==> config.mk <==
export PLATFORM = sky130hd
export DESIGN_NAME = hit_arc_gap_end_trimmer
export DESIGN_NICKNAME = d
export VERILOG_FILES = /design/src/rtl/core/hagt_pkg.sv /design/src/rtl/core/hagt_ram.sv /design/src/rtl/core/hagt_front.sv /design/src/rtl/core/hagt_queue.sv /design/src/rtl/core/hagt_back.sv /design/src/rtl/core/hit_arc_gap_end_trimmer.sv
export VERILOG_INCLUDE_DIRS = /design/src /design/src/rtl/core
export SDC_FILE = /design/constraint.sdc
export NUM_CORES = 1
export LEC_CHECK = 0
export ABC_AREA = 1
export BUFFER_PORTS_ARGS = -buffer_cell sky130_fd_sc_hd__buf_2
export CAP_MARGIN = 5
export CORE_ASPECT_RATIO = 1.1
export CORE_UTILIZATION = 30
export DETAILED_ROUTE_END_ITERATION = 8
export GPL_TIMING_DRIVEN = 0
export PLACE_DENSITY = 0.46
export SLEW_MARGIN = 20
export SYNTH_ARGS = -nofsm -noshare
export SYNTH_HDL_FRONTEND = slang
export SYNTH_SLANG_ARGS = --single-unit
==> constraint.sdc <==
create_clock -name clock -period 7 [get_ports clock]
set_clock_uncertainty 0.15 [all_clocks]
set_input_delay 1.75 -clock clock [delete_from_list [all_inputs] [get_ports clock]]
set_output_delay 1.75 -clock clock [all_outputs]
set_load 0.02 [all_outputs]
==> src/rtl/core/assert_macros.svh <==
// Assertion macros used by the top-level RTL file.
// No dependencies.
`ifndef ASSERT_MACROS_SVH
`define ASSERT_MACROS_SVH

// Same-cycle implication, disabled in reset.
`define ASSERT_IMPLY(label, clk, rst, ante, cons) \
   label: assert property (@(posedge clk) disable iff (rst) (ante) |-> (cons)) \
      else $error("assertion failed");

// Next-cycle implication, disabled in reset.
`define ASSERT_NEXT(label, clk, rst, ante, cons) \
   label: assert property (@(posedge clk) disable iff (rst) (ante) |=> (cons)) \
      else $error("assertion failed");

// Next-cycle implication, checked during reset as well.
`define ASSERT_ALWAYS(label, clk, ante, cons) \
   label: assert property (@(posedge clk) (ante) |=> (cons)) \
      else $error("assertion failed");

`endif

==> src/rtl/core/hagt_pkg.sv <==
// Types and constants of the arc gap end trimmer.
// No dependencies.
package hagt_pkg;

   localparam int ARC_W         = 22;
   localparam int GAP_W         = 21;
   localparam int HIT_NUM_W     = 6;
   localparam int SMALL_SEGMENT = 4;
   localparam int QUEUE_DEPTH   = 4;
   localparam logic [GAP_W-1:0] RESET_GAP = 21'd2560;
   localparam logic REG_MAX_ARC_GAP = 1'b0;

   typedef struct packed {
      logic new_seg;
      logic final_hit;
      logic skip;
      logic dropped;
   } hagt_entry_type;

   typedef struct packed {
      logic           valid;
      hagt_entry_type entry;
   } hagt_push_type;

   typedef enum logic [2:0] {
      ST_LOAD,
      ST_HI_RD,
      ST_HI_CHK,
      ST_LO_RD,
      ST_LO_CHK,
      ST_EMIT
   } hagt_state_type;

endpackage

==> src/rtl/core/hagt_ram.sv <==
// Generic single write, single read RAM with registered read data.
// No dependencies.
module hagt_ram #(
   parameter int WIDTH = 8,
   parameter int DEPTH = 64
) (
   input  logic                     clock,
   input  logic                     wr_en,
   input  logic [$clog2(DEPTH)-1:0] wr_addr,
   input  logic [WIDTH-1:0]         wr_data,
   input  logic [$clog2(DEPTH)-1:0] rd_addr,
   output logic [WIDTH-1:0]         rd_data
);

   logic [WIDTH-1:0] mem [DEPTH];
   logic [WIDTH-1:0] rd_data_ff;

   always_ff @(posedge clock) begin
      if (wr_en) begin
         mem[wr_addr] <= wr_data;
      end
      rd_data_ff <= mem[rd_addr];
   end

   assign rd_data = rd_data_ff;

endmodule

==> src/rtl/core/hagt_front.sv <==
// Front end: accepts hits, detects segment starts, filters hits beyond capacity.
// Depends on hagt_pkg.
module hagt_front #(
   parameter int MAX_HITS = 64
) (
   input  logic                         clock,
   input  logic                         reset,
   input  logic                         accept,
   input  logic signed [21:0]           arc_length,
   input  logic                         final_hit,
   input  logic [20:0]                  max_arc_gap,
   output hagt_pkg::hagt_push_type      push
);
   import hagt_pkg::*;

   localparam int CNT_W = $clog2(MAX_HITS + 1);

   logic [ARC_W-1:0] prev_arc_ff, prev_arc_in;
   logic             have_prev_ff, have_prev_in;
   logic [CNT_W-1:0] count_ff, count_in;
   logic             overflow_ff, overflow_in;

   logic [ARC_W:0]   diff;
   logic [ARC_W:0]   mag;
   logic             full;
   logic             new_seg;

   always_comb begin
      diff    = {arc_length[ARC_W-1], arc_length} - {prev_arc_ff[ARC_W-1], prev_arc_ff};
      mag     = diff[ARC_W] ? (~diff + {{ARC_W{1'b0}}, 1'b1}) : diff;
      new_seg = !have_prev_ff || (mag > {2'b00, max_arc_gap});
      full    = (count_ff == CNT_W'(MAX_HITS));

      prev_arc_in  = prev_arc_ff;
      have_prev_in = have_prev_ff;
      count_in     = count_ff;
      overflow_in  = overflow_ff;

      push.valid            = 1'b0;
      push.entry.new_seg    = new_seg;
      push.entry.final_hit  = final_hit;
      push.entry.skip       = full;
      push.entry.dropped    = overflow_ff || full;

      if (accept) begin
         push.valid = !full || final_hit;
         if (final_hit) begin
            prev_arc_in  = '0;
            have_prev_in = 1'b0;
            count_in     = '0;
            overflow_in  = 1'b0;
         end else if (full) begin
            overflow_in = 1'b1;
         end else begin
            prev_arc_in  = arc_length;
            have_prev_in = 1'b1;
            count_in     = count_ff + CNT_W'(1);
         end
      end
   end

   always_ff @(posedge clock) begin
      if (reset) begin
         prev_arc_ff  <= '0;
         have_prev_ff <= 1'b0;
         count_ff     <= '0;
         overflow_ff  <= 1'b0;
      end else begin
         prev_arc_ff  <= prev_arc_in;
         have_prev_ff <= have_prev_in;
         count_ff     <= count_in;
         overflow_ff  <= overflow_in;
      end
   end

endmodule

==> src/rtl/core/hagt_queue.sv <==
// Short FIFO of classified hits between front and back end.
// Depends on hagt_pkg.
module hagt_queue (
   input  logic                     clock,
   input  logic                     reset,
   input  hagt_pkg::hagt_push_type  push,
   input  logic                     pop,
   output logic                     full,
   output logic                     head_valid,
   output hagt_pkg::hagt_entry_type head
);
   import hagt_pkg::*;

   localparam int PTR_W = $clog2(QUEUE_DEPTH);
   localparam int CNT_W = $clog2(QUEUE_DEPTH + 1);

   hagt_entry_type   entries_ff [QUEUE_DEPTH];
   logic [PTR_W-1:0] wr_ptr_ff, wr_ptr_in;
   logic [PTR_W-1:0] rd_ptr_ff, rd_ptr_in;
   logic [CNT_W-1:0] count_ff, count_in;
   logic             do_pop;

   always_comb begin
      do_pop     = pop && (count_ff != '0);
      wr_ptr_in  = push.valid ? wr_ptr_ff + PTR_W'(1) : wr_ptr_ff;
      rd_ptr_in  = do_pop ? rd_ptr_ff + PTR_W'(1) : rd_ptr_ff;
      count_in   = count_ff + CNT_W'(push.valid) - CNT_W'(do_pop);
      full       = (count_ff == CNT_W'(QUEUE_DEPTH));
      head_valid = (count_ff != '0);
      head       = entries_ff[rd_ptr_ff];
   end

   always_ff @(posedge clock) begin
      if (push.valid) begin
         entries_ff[wr_ptr_ff] <= push.entry;
      end
   end

   always_ff @(posedge clock) begin
      if (reset) begin
         wr_ptr_ff <= '0;
         rd_ptr_ff <= '0;
         count_ff  <= '0;
      end else begin
         wr_ptr_ff <= wr_ptr_in;
         rd_ptr_ff <= rd_ptr_in;
         count_ff  <= count_in;
      end
   end

endmodule

==> src/rtl/core/hagt_back.sv <==
// Back end: builds segment tables, walks the end segments, streams remove flags.
// Depends on hagt_pkg and hagt_ram.
module hagt_back #(
   parameter int MAX_HITS = 64
) (
   input  logic                     clock,
   input  logic                     reset,
   input  logic                     head_valid,
   input  hagt_pkg::hagt_entry_type head,
   output logic                     pop,
   output logic                     rsp_valid,
   output logic [5:0]               rsp_hit_number,
   output logic                     rsp_remove_hit,
   output logic                     rsp_hits_dropped,
   output logic                     rsp_last_result
);
   import hagt_pkg::*;

   localparam int CNT_W = $clog2(MAX_HITS + 1);
   localparam int IDX_W = $clog2(MAX_HITS);

   hagt_state_type   state_ff, state_in;
   logic [CNT_W-1:0] hit_cnt_ff, hit_cnt_in;
   logic [CNT_W-1:0] seg_cnt_ff, seg_cnt_in;
   logic [CNT_W-1:0] cur_size_ff, cur_size_in;
   logic [CNT_W-1:0] lo_ff, lo_in;
   logic [CNT_W-1:0] hi_ff, hi_in;
   logic             multi_ff, multi_in;
   logic             dropped_ff, dropped_in;
   logic [IDX_W-1:0] k_ff, k_in;
   logic             s1_valid_ff, s1_valid_in;
   logic [IDX_W-1:0] s1_k_ff, s1_k_in;
   logic             s1_last_ff, s1_last_in;
   logic             rsp_valid_ff, rsp_valid_in;
   logic [5:0]       rsp_num_ff, rsp_num_in;
   logic             rsp_remove_ff, rsp_remove_in;
   logic             rsp_dropped_ff, rsp_dropped_in;
   logic             rsp_last_ff, rsp_last_in;

   logic             seg_wr_en;
   logic [IDX_W-1:0] seg_wr_addr, seg_rd_addr, seg_wr_data, seg_rd_data;
   logic             size_wr_en;
   logic [IDX_W-1:0] size_wr_addr, size_rd_addr;
   logic [CNT_W-1:0] size_wr_data, size_rd_data;

   logic [CNT_W-1:0] seg_sel;
   logic [CNT_W-1:0] size_new;
   logic [CNT_W-1:0] seg_next;

   hagt_ram #(.WIDTH(IDX_W), .DEPTH(MAX_HITS)) u_seg_ram (
      .clock   (clock),
      .wr_en   (seg_wr_en),
      .wr_addr (seg_wr_addr),
      .wr_data (seg_wr_data),
      .rd_addr (seg_rd_addr),
      .rd_data (seg_rd_data)
   );

   hagt_ram #(.WIDTH(CNT_W), .DEPTH(MAX_HITS)) u_size_ram (
      .clock   (clock),
      .wr_en   (size_wr_en),
      .wr_addr (size_wr_addr),
      .wr_data (size_wr_data),
      .rd_addr (size_rd_addr),
      .rd_data (size_rd_data)
   );

   always_comb begin
      state_in    = state_ff;
      hit_cnt_in  = hit_cnt_ff;
      seg_cnt_in  = seg_cnt_ff;
      cur_size_in = cur_size_ff;
      lo_in       = lo_ff;
      hi_in       = hi_ff;
      multi_in    = multi_ff;
      dropped_in  = dropped_ff;
      k_in        = k_ff;
      s1_valid_in = 1'b0;
      s1_k_in     = s1_k_ff;
      s1_last_in  = s1_last_ff;
      pop         = 1'b0;

      seg_sel  = head.new_seg ? seg_cnt_ff : seg_cnt_ff - CNT_W'(1);
      size_new = head.new_seg ? CNT_W'(1) : cur_size_ff + CNT_W'(1);
      seg_next = seg_cnt_ff;

      seg_wr_en    = 1'b0;
      seg_wr_addr  = hit_cnt_ff[IDX_W-1:0];
      seg_wr_data  = seg_sel[IDX_W-1:0];
      seg_rd_addr  = k_ff;
      size_wr_en   = 1'b0;
      size_wr_addr = seg_sel[IDX_W-1:0];
      size_wr_data = size_new;
      size_rd_addr = lo_ff[IDX_W-1:0];

      unique case (state_ff)
         ST_LOAD: begin
            if (head_valid) begin
               pop = 1'b1;
               if (!head.skip) begin
                  seg_wr_en   = 1'b1;
                  size_wr_en  = 1'b1;
                  hit_cnt_in  = hit_cnt_ff + CNT_W'(1);
                  cur_size_in = size_new;
                  seg_next    = seg_cnt_ff + CNT_W'(head.new_seg);
                  seg_cnt_in  = seg_next;
               end
               if (head.final_hit) begin
                  dropped_in = head.dropped;
                  lo_in      = '0;
                  hi_in      = seg_next;
                  multi_in   = (seg_next > CNT_W'(1));
                  k_in       = '0;
                  state_in   = (seg_next > CNT_W'(1)) ? ST_HI_RD : ST_EMIT;
               end
            end
         end
         ST_HI_RD: begin
            size_rd_addr = IDX_W'(hi_ff - CNT_W'(1));
            state_in     = (hi_ff > lo_ff) ? ST_HI_CHK : ST_LO_RD;
         end
         ST_HI_CHK: begin
            if (size_rd_data <= CNT_W'(SMALL_SEGMENT)) begin
               hi_in    = hi_ff - CNT_W'(1);
               state_in = ST_HI_RD;
            end else begin
               state_in = ST_LO_RD;
            end
         end
         ST_LO_RD: begin
            state_in = (lo_ff < hi_ff) ? ST_LO_CHK : ST_EMIT;
         end
         ST_LO_CHK: begin
            if (size_rd_data <= CNT_W'(SMALL_SEGMENT)) begin
               lo_in    = lo_ff + CNT_W'(1);
               state_in = ST_LO_RD;
            end else begin
               state_in = ST_EMIT;
            end
         end
         ST_EMIT: begin
            s1_valid_in = 1'b1;
            s1_k_in     = k_ff;
            s1_last_in  = (CNT_W'(k_ff) + CNT_W'(1) == hit_cnt_ff);
            k_in        = k_ff + IDX_W'(1);
            if (s1_last_in) begin
               hit_cnt_in  = '0;
               seg_cnt_in  = '0;
               cur_size_in = '0;
               state_in    = ST_LOAD;
            end
         end
         default: begin
            state_in = ST_LOAD;
         end
      endcase

      rsp_valid_in   = s1_valid_ff;
      rsp_num_in     = HIT_NUM_W'(s1_k_ff);
      rsp_remove_in  = multi_ff && ((CNT_W'(seg_rd_data) < lo_ff) ||
                                    (CNT_W'(seg_rd_data) >= hi_ff));
      rsp_dropped_in = dropped_ff;
      rsp_last_in    = s1_last_ff;
   end

   always_ff @(posedge clock) begin
      if (reset) begin
         state_ff     <= ST_LOAD;
         hit_cnt_ff   <= '0;
         seg_cnt_ff   <= '0;
         cur_size_ff  <= '0;
         s1_valid_ff  <= 1'b0;
         rsp_valid_ff <= 1'b0;
      end else begin
         state_ff     <= state_in;
         hit_cnt_ff   <= hit_cnt_in;
         seg_cnt_ff   <= seg_cnt_in;
         cur_size_ff  <= cur_size_in;
         s1_valid_ff  <= s1_valid_in;
         rsp_valid_ff <= rsp_valid_in;
      end
   end

   always_ff @(posedge clock) begin
      lo_ff          <= lo_in;
      hi_ff          <= hi_in;
      multi_ff       <= multi_in;
      dropped_ff     <= dropped_in;
      k_ff           <= k_in;
      s1_k_ff        <= s1_k_in;
      s1_last_ff     <= s1_last_in;
      rsp_num_ff     <= rsp_num_in;
      rsp_remove_ff  <= rsp_remove_in;
      rsp_dropped_ff <= rsp_dropped_in;
      rsp_last_ff    <= rsp_last_in;
   end

   assign rsp_valid        = rsp_valid_ff;
   assign rsp_hit_number   = rsp_num_ff;
   assign rsp_remove_hit   = rsp_remove_ff;
   assign rsp_hits_dropped = rsp_dropped_ff;
   assign rsp_last_result  = rsp_last_ff;

endmodule

==> src/rtl/core/hit_arc_gap_end_trimmer.sv <==
// Top level: CSR port, front end, hit queue and back end of the arc gap end trimmer.
// With several segments the back end walks the end segments after the final hit
// (ST_HI_RD/ST_HI_CHK from the top, ST_LO_RD/ST_LO_CHK from the bottom), then emits.
// Throughput: hits load one per cycle unless the queue is full; results stream one per
// cycle; the 4-entry queue takes hits while the back end walks and emits a track.
// Sync active-high reset clears track state, sets max_arc_gap to 2560; no result stall.
`include "assert_macros.svh"
module hit_arc_gap_end_trimmer #(
   parameter int MAX_HITS = 64
) (
   input  logic               clock,
   input  logic               reset,
   input  logic               start,
   output logic               busy,
   input  logic signed [21:0] req_arc_length,
   input  logic               req_final_hit,
   output logic               rsp_valid,
   output logic [5:0]         rsp_hit_number,
   output logic               rsp_remove_hit,
   output logic               rsp_hits_dropped,
   output logic               rsp_last_result,
   input  logic               psel,
   input  logic               penable,
   input  logic               pwrite,
   input  logic [2:0]         paddr,
   input  logic [31:0]        pwdata,
   output logic [31:0]        prdata,
   output logic               pready
);
   import hagt_pkg::*;

   logic [GAP_W-1:0] gap_ff, gap_in;
   logic             accept;
   logic             q_full;
   logic             q_pop;
   logic             q_valid;
   hagt_push_type    push;
   hagt_entry_type   head;

   always_comb begin
      pready = 1'b1;
      gap_in = gap_ff;
      if (psel && penable && pwrite && (paddr[2] == REG_MAX_ARC_GAP)) begin
         gap_in = pwdata[GAP_W-1:0];
      end
      prdata = (paddr[2] == REG_MAX_ARC_GAP) ? {{(32-GAP_W){1'b0}}, gap_ff} : '0;
   end

   always_ff @(posedge clock) begin
      if (reset) begin
         gap_ff <= RESET_GAP;
      end else begin
         gap_ff <= gap_in;
      end
   end

   assign busy   = q_full;
   assign accept = start && !busy;

   hagt_front #(.MAX_HITS(MAX_HITS)) u_front (
      .clock       (clock),
      .reset       (reset),
      .accept      (accept),
      .arc_length  (req_arc_length),
      .final_hit   (req_final_hit),
      .max_arc_gap (gap_ff),
      .push        (push)
   );

   hagt_queue u_queue (
      .clock      (clock),
      .reset      (reset),
      .push       (push),
      .pop        (q_pop),
      .full       (q_full),
      .head_valid (q_valid),
      .head       (head)
   );

   hagt_back #(.MAX_HITS(MAX_HITS)) u_back (
      .clock            (clock),
      .reset            (reset),
      .head_valid       (q_valid),
      .head             (head),
      .pop              (q_pop),
      .rsp_valid        (rsp_valid),
      .rsp_hit_number   (rsp_hit_number),
      .rsp_remove_hit   (rsp_remove_hit),
      .rsp_hits_dropped (rsp_hits_dropped),
      .rsp_last_result  (rsp_last_result)
   );

   `ASSERT_ALWAYS(a_no_rsp_after_reset, clock, reset, !rsp_valid)
   `ASSERT_NEXT(a_rsp_numbers_run, clock, reset, rsp_valid && !rsp_last_result, rsp_valid && (rsp_hit_number == $past(rsp_hit_number) + 6'd1))
   `ASSERT_NEXT(a_rsp_first_is_zero, clock, reset, rsp_valid && rsp_last_result, !rsp_valid || (rsp_hit_number == 6'd0))

endmodule

==> reports/results.md, run 1 <==
| Item | This run | Unit |
|:---|:---|:---|
| Status | completed | - |
| Fill cell count | 14016 | - |
| Clock Latency Late Sink | 750 | ps |
| Min Clock Period, post-route | 5240 | ps |
| Post-synth top flop | edfxtp_1 | - |
| Static leakage | 17.1 | nW |
| # setup viols final | 0 | - |
| Count of unique library cells instantiated by Yosys | 52 | - |
| Critical path required time | 7260 | ps |
| Clock buffer depth | 3 | - |
| Biggest area consumer among synthesized cells | edfxtp_1 | - |
| Horizontal die dimension | 361 | µm |
| Initial core utilization | 0.303 | - |
| Count of pins over their slew limit | 0 | - |
| ANT cells | 0 | - |
| Comb pwr share | 0.420 | - |
| Drt first-iter violations | 2496 | - |
| Crit share post-route | 0.749 | - |
| Post-DP HPWL | 96100 | µm |
| Total power consumption of the routed design | 22.9 | mW |
| DR DRC count | 0 | - |
| Reg-to-Reg End | u_queue.entries_ff[1][3] | - |
| Flop and latch count out of synthesis | 986 | - |
| Leading post-synthesis cells by cell area | edfxtp_1 (62%), dfxtp_1 (5.1%), nor2_1 (4.6%) | - |
| Area inside the core boundary | 0.141 | mm² |
| Final GP Congestion | 0.889 | - |
| Worst setup SP type | input pin | - |
| Fraction of layout cells with a size suffix above 1 | 0.0933 | - |
| Routed wire length per instance | 23.2 | µm |
| Areal power density over the cells | 464 | mW/mm² |
| Post-Syn Area | 0.0426 | mm² |
| Post-synth EDFFs | 877 | - |
| Fraction of synthesized cell area taken by the top area cell type | 0.618 | - |
| Die Y | 397 | µm |
| Worst hold path endpoint | u_back.rsp_hit_number[0] | - |
| Least-Margin Pin Slew | 1030 | ps |
| Depth of the worst register-to-register path | 27 | - |
| Top-level I/O count | 108 | - |
| Setup repair after global routing missed its margin | false | - |
| NetSw | 9.82 | mW |
| Post-DR vias/cell | 5.05 | - |
| Source of the worst hold timing path | u_back.rsp_num_in[0] | - |
| Overall routed net length | 138000 | µm |
| Reg-to-reg critical path startpoint | u_front.prev_arc_ff[0] | - |
| Clk slew on worst S/H paths | 60 | ps |
| Overall Global Routing Usage | 0.189 | - |
| Maximum clock rate | 191 | MHz |
| Pin count of the biggest net entering global routing | 66 | - |
| Ys async rst share | 0 | - |
| Setup slack on the worst flop-to-flop path | 2610 | ps |
| Initial antenna violation count | 0 | - |
| Yosys warning count | 0 | - |
| Worst hold path cell count | 0 | - |
| Layout-stage area growth over the synthesis result | 16.0 | % |
| Number of standard-cell rows in the floorplan | 144 | - |
| Share of synthesized area occupied by flip-flops and latches | 0.669 | - |
| Type of the tightest min-delay check | flop to flop | - |
| Vias | 29922 | - |
| Worst hold slack | 199 | ps |
| Gate Count Post-Synth | 3791 | - |
| Root buffer cell | clkbuf_16 | - |
| Max-cap violation count | 0 | - |
| Number of hold buffers added after CTS | 0 | - |
| Worst ir drop on vdd | 0.000323 | V |
| Switching power share of the total | 0.428 | - |
| Clock tree from TritonCTS | yes | - |
| Router iterations before antenna repair | 5 | - |
| Global-route wire length before repair | 200000 | µm |
| TritonCTS sink count | 986 | - |
| Highest cell delay on the worst timing path | 440 | ps |
| Count of buffers from port buffering | 81 | - |
| Critical path class | input pin to flop | - |
| Post-cts repair resize count | 0 | - |
| Part of the power in the clock network | 0.247 | - |
| Final layout net count | 4159 | - |
| Number of buffers created by CTS | 106 | - |
| Design internal power | 13.1 | mW |
| Post-layout utilization of the core | 0.352 | - |
| Data arrival time of the critical path | 5500 | ps |
| Max H-tree Level | 3 | - |
| Worst slew margin | 0.311 | - |
| Slowest stage cell on the critical path | fa_1 | - |
| Final-report hold violation count | 0 | - |
| GRT overflow | 0 | - |
| Number of buffers inserted to repair setup after CTS | 0 | - |
| Critical path peak fanout | 10 | - |
| Element type at the critical path end | flop | - |
| Number of global-route vias before repair | 29148 | - |
| Synthesized area per cell | 11.2 | µm² |
| Die Area | 0.144 | mm² |
| Cell seen most often among critical-path stages | nand2_1 | - |
| Reg power frac | 0.333 | - |
| Remaining antenna violation count after routing | 0 | - |
## stage by stage
step | setup WS (ps) | std cells | TNS, ps | cell area [µm²]
floorplan | 1870 | 3801 | 0 | 42600
global placement | -2060 | 5707 | -405350 | 45300
detailed placement | 966 | 5732 | 0 | 45900
CTS | 1720 | 5930 | 0 | 49400
global route | 1280 | 5930 | 0 | 49400
finish | 1760 | 5930 | 0 | 49400
## cell families (layout without fill, tap and decap cells)
kind of cell	count (synthesis)	in the layout	share of synthesized area
AOI/OAI and AO/OA	922	922	0.128
DFF	986	986	0.669
other	2	12	0.000176
and+or+nand+nor	1264	1264	0.122
xor gates and xnor gates	44	44	0.00922
adders and majority gates	80	80	0.0238
buffers and inverters	490	794	0.0471
muxes	3	3	0.000705
## critical path, delay by kind of cell
kind	cells	cell delay [ps]
AO/OA/AOI/OAI	4	410
adder cells (fa/ha/maj)	3	880
buffers and inverters	5	520
XOR/XNOR	1	150
AND/OR/NAND/NOR	16	1780
## how the worst max path moves through the flow
stage,start,to,slack (ps)
after floorplan,req_arc_length[0],u_queue.entries_ff[0][3],1870
after global placement,flop,u_back.u_size_ram.mem[10][2],-2060
after detailed placement,req_arc_length[0],u_queue.entries_ff[1][3],970
after CTS,req_arc_length[0],u_queue.entries_ff[0][3],1720
after global routing,req_arc_length[0],u_queue.entries_ff[2][3],1280
final,req_arc_length[0],u_queue.entries_ff[1][3],1760
## sequential cells by signal (all words and copies together), names as in the netlist, 2 cells and up, named ones only
name and cells:
gap_ff 21, u_back.cur_size_ff 7, u_back.hi_ff 7, u_back.hit_cnt_ff 7, u_back.k_ff 6, u_back.lo_ff 7
u_back.rsp_hit_number 6, u_back.rsp_num_in 6, u_back.seg_cnt_ff 7, u_back.state_ff 3, u_back.u_seg_ram.mem 384, u_back.u_seg_ram.rd_data 6
u_back.u_size_ram.mem 448, u_back.u_size_ram.rd_data 7, u_front.count_ff 7, u_front.prev_arc_ff 22, u_queue.count_ff 3, u_queue.entries_ff 16
u_queue.rd_ptr_ff 2, u_queue.wr_ptr_ff 2
## layer usage
metal,part of all wire,GRT usage,up-vias,wire (µm)
met3,0.051,0.0233,212,7000
met1,0.43,0.246,14763,59300
met4,0.031,0.0669,0,4260
met2,0.49,0.322,856,67100
li1,-,-,14091,-
met5,0,0,-,0
## area by class of cell
type	count	area, µm²	area share
flip-flops and latches	986	28500	0.577
multi-input cells	2325	12200	0.246
clock buffers	140	2880	0.0583
well taps	1825	2280	0.0462
inverters	281	1070	0.0217
plain buffers	209	953	0.0193
repair buffers	106	936	0.0189
clock inverters	58	621	0.0126
## synth_stat cells, types with 2 or more instances
master and number:
mux2i_1 3, nand3b_1 4, o221ai_1 152, conb_1 2, clkbuf_2 7, buf_2 50, o21ai_1 25, nor2_1 527
ha_1 78, nand4_2 4, clkbuf_1 122, nor4_1 5, a21oi_1 301, buf_6 3, xor2_1 36, buf_4 20
xnor2_1 7, o22ai_1 43, a211oi_1 2, a21boi_0 3, nand2_2 2, a221oi_1 2, o21ai_4 2, fa_1 2
buf_1 7, a31oi_1 6, o211ai_1 60, nand3_1 165, o21bai_1 2, inv_2 6, o21ai_0 320, nor3_1 25
nand4_1 26, nor3_2 6, dfxtp_1 109, nand2_1 492, edfxtp_1 877, inv_1 274
## layout by cell type, fill, tap and decap left out, types with 5 or more instances in the layout
cell type     n
a21oi_1     300
a31oi_1       6
buf_1         7
buf_16       15
buf_2       132
buf_4        24
buf_6         5
bufinv_16     8
clkbuf_1    147
clkbuf_16   107
clkbuf_2      7
clkbuf_8      8
clkinv_1     17
clkinv_2     17
clkinvlp_4    5
conb_1       12
dfxtp_1     109
edfxtp_1    877
ha_1         78
inv_1       267
inv_2         6
inv_4         8
nand2_1     491
nand3_1     165
nand4_1      26
nor2_1      525
nor3_1       23
nor3_2        8
o211ai_1     60
o21ai_0     320
o21ai_1      24
o221ai_1    152
o22ai_1      43
xnor2_1       7
xor2_1       36
## power by group through the flow
stage               sequential (mW)  combinational [mW]  clock, mW
global placement               7.90                9.21          0
floorplan                      7.75                5.25          0
finish                         7.65                9.64       5.66
CTS                            7.65                9.62       5.77
detailed placement             7.77                9.60          0
global route                   7.68                10.4       5.98
Note: power is estimated with default switching activity, not from simulation.
==> run 2: changes to the inputs <==
Clock period 7 ns to 5.1 ns, I/O delays scaled along.
==> run 2 against run 1 <==
Via count grew 0.16%. Power grew 37%. Global-route usage is the same. First-iteration DRC count rose by 4.2%. Critical path depth unchanged. Register-to-register slack lost 1700 ps. Hold slack is essentially flat. Final cell count about the same. Sequential power grew 37%. Non-clock buffer count did not move. Worst setup slack worse by 1300 ps. Clock power up 37%.
==> reports/results.md, run 2 (same netlist as run 1, synthesis figures left out) <==
| Item | This run | Unit | Change |
|:---|:---|:---|:---|
| Clock buffer depth | 3 | - | unchanged |
| Worst ir drop on vdd | 0.000447 | V | +38% |
| Min Clock Period, post-route | 4610 | ps |  |
| Critical path peak fanout | 10 | - | unchanged |
| Number of global-route vias before repair | 29148 | - | unchanged |
| Cell seen most often among critical-path stages | nand2_1 | - |  |
| Final GP Congestion | 0.889 | - | unchanged |
| Highest cell delay on the worst timing path | 380 | ps | -60 ps |
| Worst slew margin | 0.308 | - | -0.00308 |
| Reg-to-Reg End | u_queue.entries_ff[1][3] | - |  |
| Clock Latency Late Sink | 750 | ps | about the same |
| Element type at the critical path end | flop | - |  |
| Fill cell count | 14016 | - | unchanged |
| Reg power frac | 0.334 | - | about the same |
| Remaining antenna violation count after routing | 0 | - | unchanged |
| Worst setup SP type | input pin | - |  |
| Crit share post-route | 0.904 | - |  |
| Root buffer cell | clkbuf_16 | - |  |
| DR DRC count | 0 | - | unchanged |
| Depth of the worst register-to-register path | 27 | - | unchanged |
| Status | completed | - |  |
| Post-DR vias/cell | 5.05 | - | +0.14% |
| Pin count of the biggest net entering global routing | 66 | - | unchanged |
| WP buf/inv | 5 | - | unchanged |
| Crit. path cell count | 29 | - | unchanged |
| Clock tree from TritonCTS | yes | - |  |
| CP delay by family, top | simple AND/OR/NAND/NOR gates | - |  |
| Cell area after placement | 0.0459 | mm² | unchanged |
| Slowest stage cell on the critical path | fa_2 | - |  |
| Number of standard-cell rows in the floorplan | 144 | - | unchanged |
| Fraction of layout cells with a size suffix above 1 | 0.0938 | - | +0.000487 |
| Worst hold path endpoint | u_back.rsp_hit_number[0] | - |  |
| Setup repair after global routing missed its margin | false | - |  |
| Setup slack on the worst flop-to-flop path | 870 | ps | -1740 ps |
| Vias | 29970 | - | +0.16% |
| Router iterations before antenna repair | 6 | - | +1 |
| Type of the tightest min-delay check | flop to flop | - |  |
| Reg-to-reg critical path startpoint | u_front.prev_arc_ff[0] | - |  |
| Overall Global Routing Usage | 0.189 | - | unchanged |
| Post-DP HPWL | 96100 | µm | unchanged |
| Number of hold buffers added after CTS | 0 | - | unchanged |
| Max reg flops | 448 | - | unchanged |
| Max-cap violation count | 0 | - | unchanged |
| Data arrival time of the critical path | 4890 | ps | -610 ps |
| Top library cells by usage in the layout, fill and taps aside | edfxtp_1 (877), nor2_1 (525), nand2_1 (491) | - |  |
| Switching power share of the total | 0.428 | - | about the same |
| Least-Margin Pin Slew | 1040 | ps | +4.62 ps |
| Initial antenna violation count | 0 | - | unchanged |
| Final layout net count | 4159 | - | unchanged |
| Cell total after placement | 5732 | - | unchanged |
| Worst hold path cell count | 0 | - | unchanged |
| Global-route wire length before repair | 200000 | µm | unchanged |
| Layout-stage area growth over the synthesis result | 16.1 | % | about the same |
| Die Y | 397 | µm | unchanged |
| Initial core utilization | 0.303 | - | unchanged |
| Clk slew on worst S/H paths | 60 | ps | about the same |
| Part of the power in the clock network | 0.247 | - | about the same |
| Number of non-filler instances in the completed layout | 5931 | - | +0.017% |
| Overall routed net length | 138000 | µm | about the same |
| Final-report hold violation count | 0 | - | unchanged |
| Top-level I/O count | 108 | - | unchanged |
| Horizontal die dimension | 361 | µm | unchanged |
| TritonCTS sink count | 986 | - | unchanged |
| Number of buffers inserted to repair setup after CTS | 0 | - | unchanged |
| Area inside the core boundary | 0.141 | mm² | unchanged |
| Routed wire length per instance | 23.2 | µm | about the same |
| Most flops, register | u_back.u_size_ram.mem | - |  |
| # setup viols final | 0 | - | unchanged |
| Comb pwr share | 0.420 | - | about the same |
| Drt first-iter violations | 2601 | - | +4.2% |
| Source of the worst hold timing path | u_back.rsp_num_in[0] | - |  |
| Most common cell after layout, fill and taps aside | edfxtp_1 | - |  |
| Largest registers | u_back.u_size_ram.mem x448, u_back.u_seg_ram.mem x384, u_front.prev_arc_ff x22 | - |  |
| Area of all placed cells without fillers | 0.0495 | mm² | about the same |
| Die Area | 0.144 | mm² | unchanged |
| Number of buffers created by CTS | 106 | - | unchanged |
| Count of pins over their slew limit | 0 | - | unchanged |
| Critical path class | input pin to flop | - |  |
| Critical path required time | 5380 | ps | -1880 ps |
| Max H-tree Level | 3 | - | unchanged |
| Static leakage | 17.1 | nW | about the same |
| Maximum clock rate | 217 | MHz |  |
| NetSw | 13.5 | mW | +37% |
| Count of buffers from port buffering | 81 | - | unchanged |
| Design internal power | 18.0 | mW | +37% |
| Post-layout utilization of the core | 0.352 | - | about the same |
| Areal power density over the cells | 636 | mW/mm² | +37% |
| GRT overflow | 0 | - | unchanged |
==> run 2: how the worst max path moves through the flow <==
stage,start,end,slack (ps)
after floorplan,req_arc_length[0],u_queue.entries_ff[0][3],440
after global placement,flop,u_back.u_size_ram.mem[10][2],-3960
after detailed placement,req_arc_length[0],u_queue.entries_ff[1][3],-460
after CTS,req_arc_length[0],u_queue.entries_ff[3][3],300
after global routing,req_arc_length[0],u_queue.entries_ff[2][3],40
final,req_arc_length[0],u_queue.entries_ff[1][3],490
==> run 2: layer usage <==
layer / vias to the layer above / track usage / routed length, µm
li1: 14093 / - / -
met1: 14816 / 0.246 / 59500
met2: 860 / 0.322 / 67300
met3: 201 / 0.0233 / 6730
met4: 0 / 0.0669 / 4200
met5: - / 0 / 0
==> run 2: power by group through the flow <==
stage / clock, mW / sequential, mW / combinational [mW]
3_5_place_dp: 0 / 10.7 / 13.2
6_report: 7.77 / 10.5 / 13.2
2_1_floorplan: 0 / 10.6 / 7.21
5_1_grt: 8.21 / 10.5 / 14.2
4_1_cts: 7.93 / 10.5 / 13.2
3_3_place_gp: 0 / 10.8 / 12.6
==> run 2: cell type report <==
cell class / count / area [µm²] / area share
Antenna cell: 1 / 2.50 / 0.0000506
Clock buffer: 140 / 2880 / 0.0583
Multi-Input combinational cell: 2325 / 12200 / 0.246
Timing Repair Buffer: 106 / 936 / 0.0189
Tap cell: 1825 / 2280 / 0.0462
Clock inverter: 58 / 621 / 0.0125
Inverter: 281 / 1070 / 0.0217
Sequential cell: 986 / 28500 / 0.577
Buffer: 209 / 958 / 0.0194
==> run 2: timing repair <==
action | CTS | global route
hold endpoints to repair | 0 | 0
endpoints found under the setup margin | 0 | 4
gates resized for setup | 0 | 5
==> run 2: metrics by stage <==
stage | TNS (ps) | setup WS (ps) | hold slack (ps) | power [mW]
3_5_place_dp | -1840 | -459 | 179 | 23.8
4_1_cts | 0 | 298 | 205 | 31.6
5_1_grt | 0 | 43.3 | 205 | 33.0
6_report | 0 | 490 | 199 | 31.5
3_3_place_gp | -1661570 | -3960 | 181 | 23.5
2_1_floorplan | 0 | 444 | 173 | 17.8
==> run 2: worst reg2reg max path: stages (launching register included) <==
cell      delay (ps)
dfxtp_1          330
ha_1             180
inv_1             70
fa_2             380
nand2_1           90
nand2_1          110
nand3_1          110
nand2_1          100
nand2_1          110
nand2_1          120
nand2_1          110
nand3_1           60
nand2_1           70
nand2_1          140
buf_4            220
nor2_1           120
xor2_1           150
inv_1             60
ha_1             270
nand2_1          110
o21bai_1         120
a21oi_1           90
nor3_1           130
nand3_1          110
a21oi_1          120
o21ai_0           80
nand2_1          120
nand3_2          120
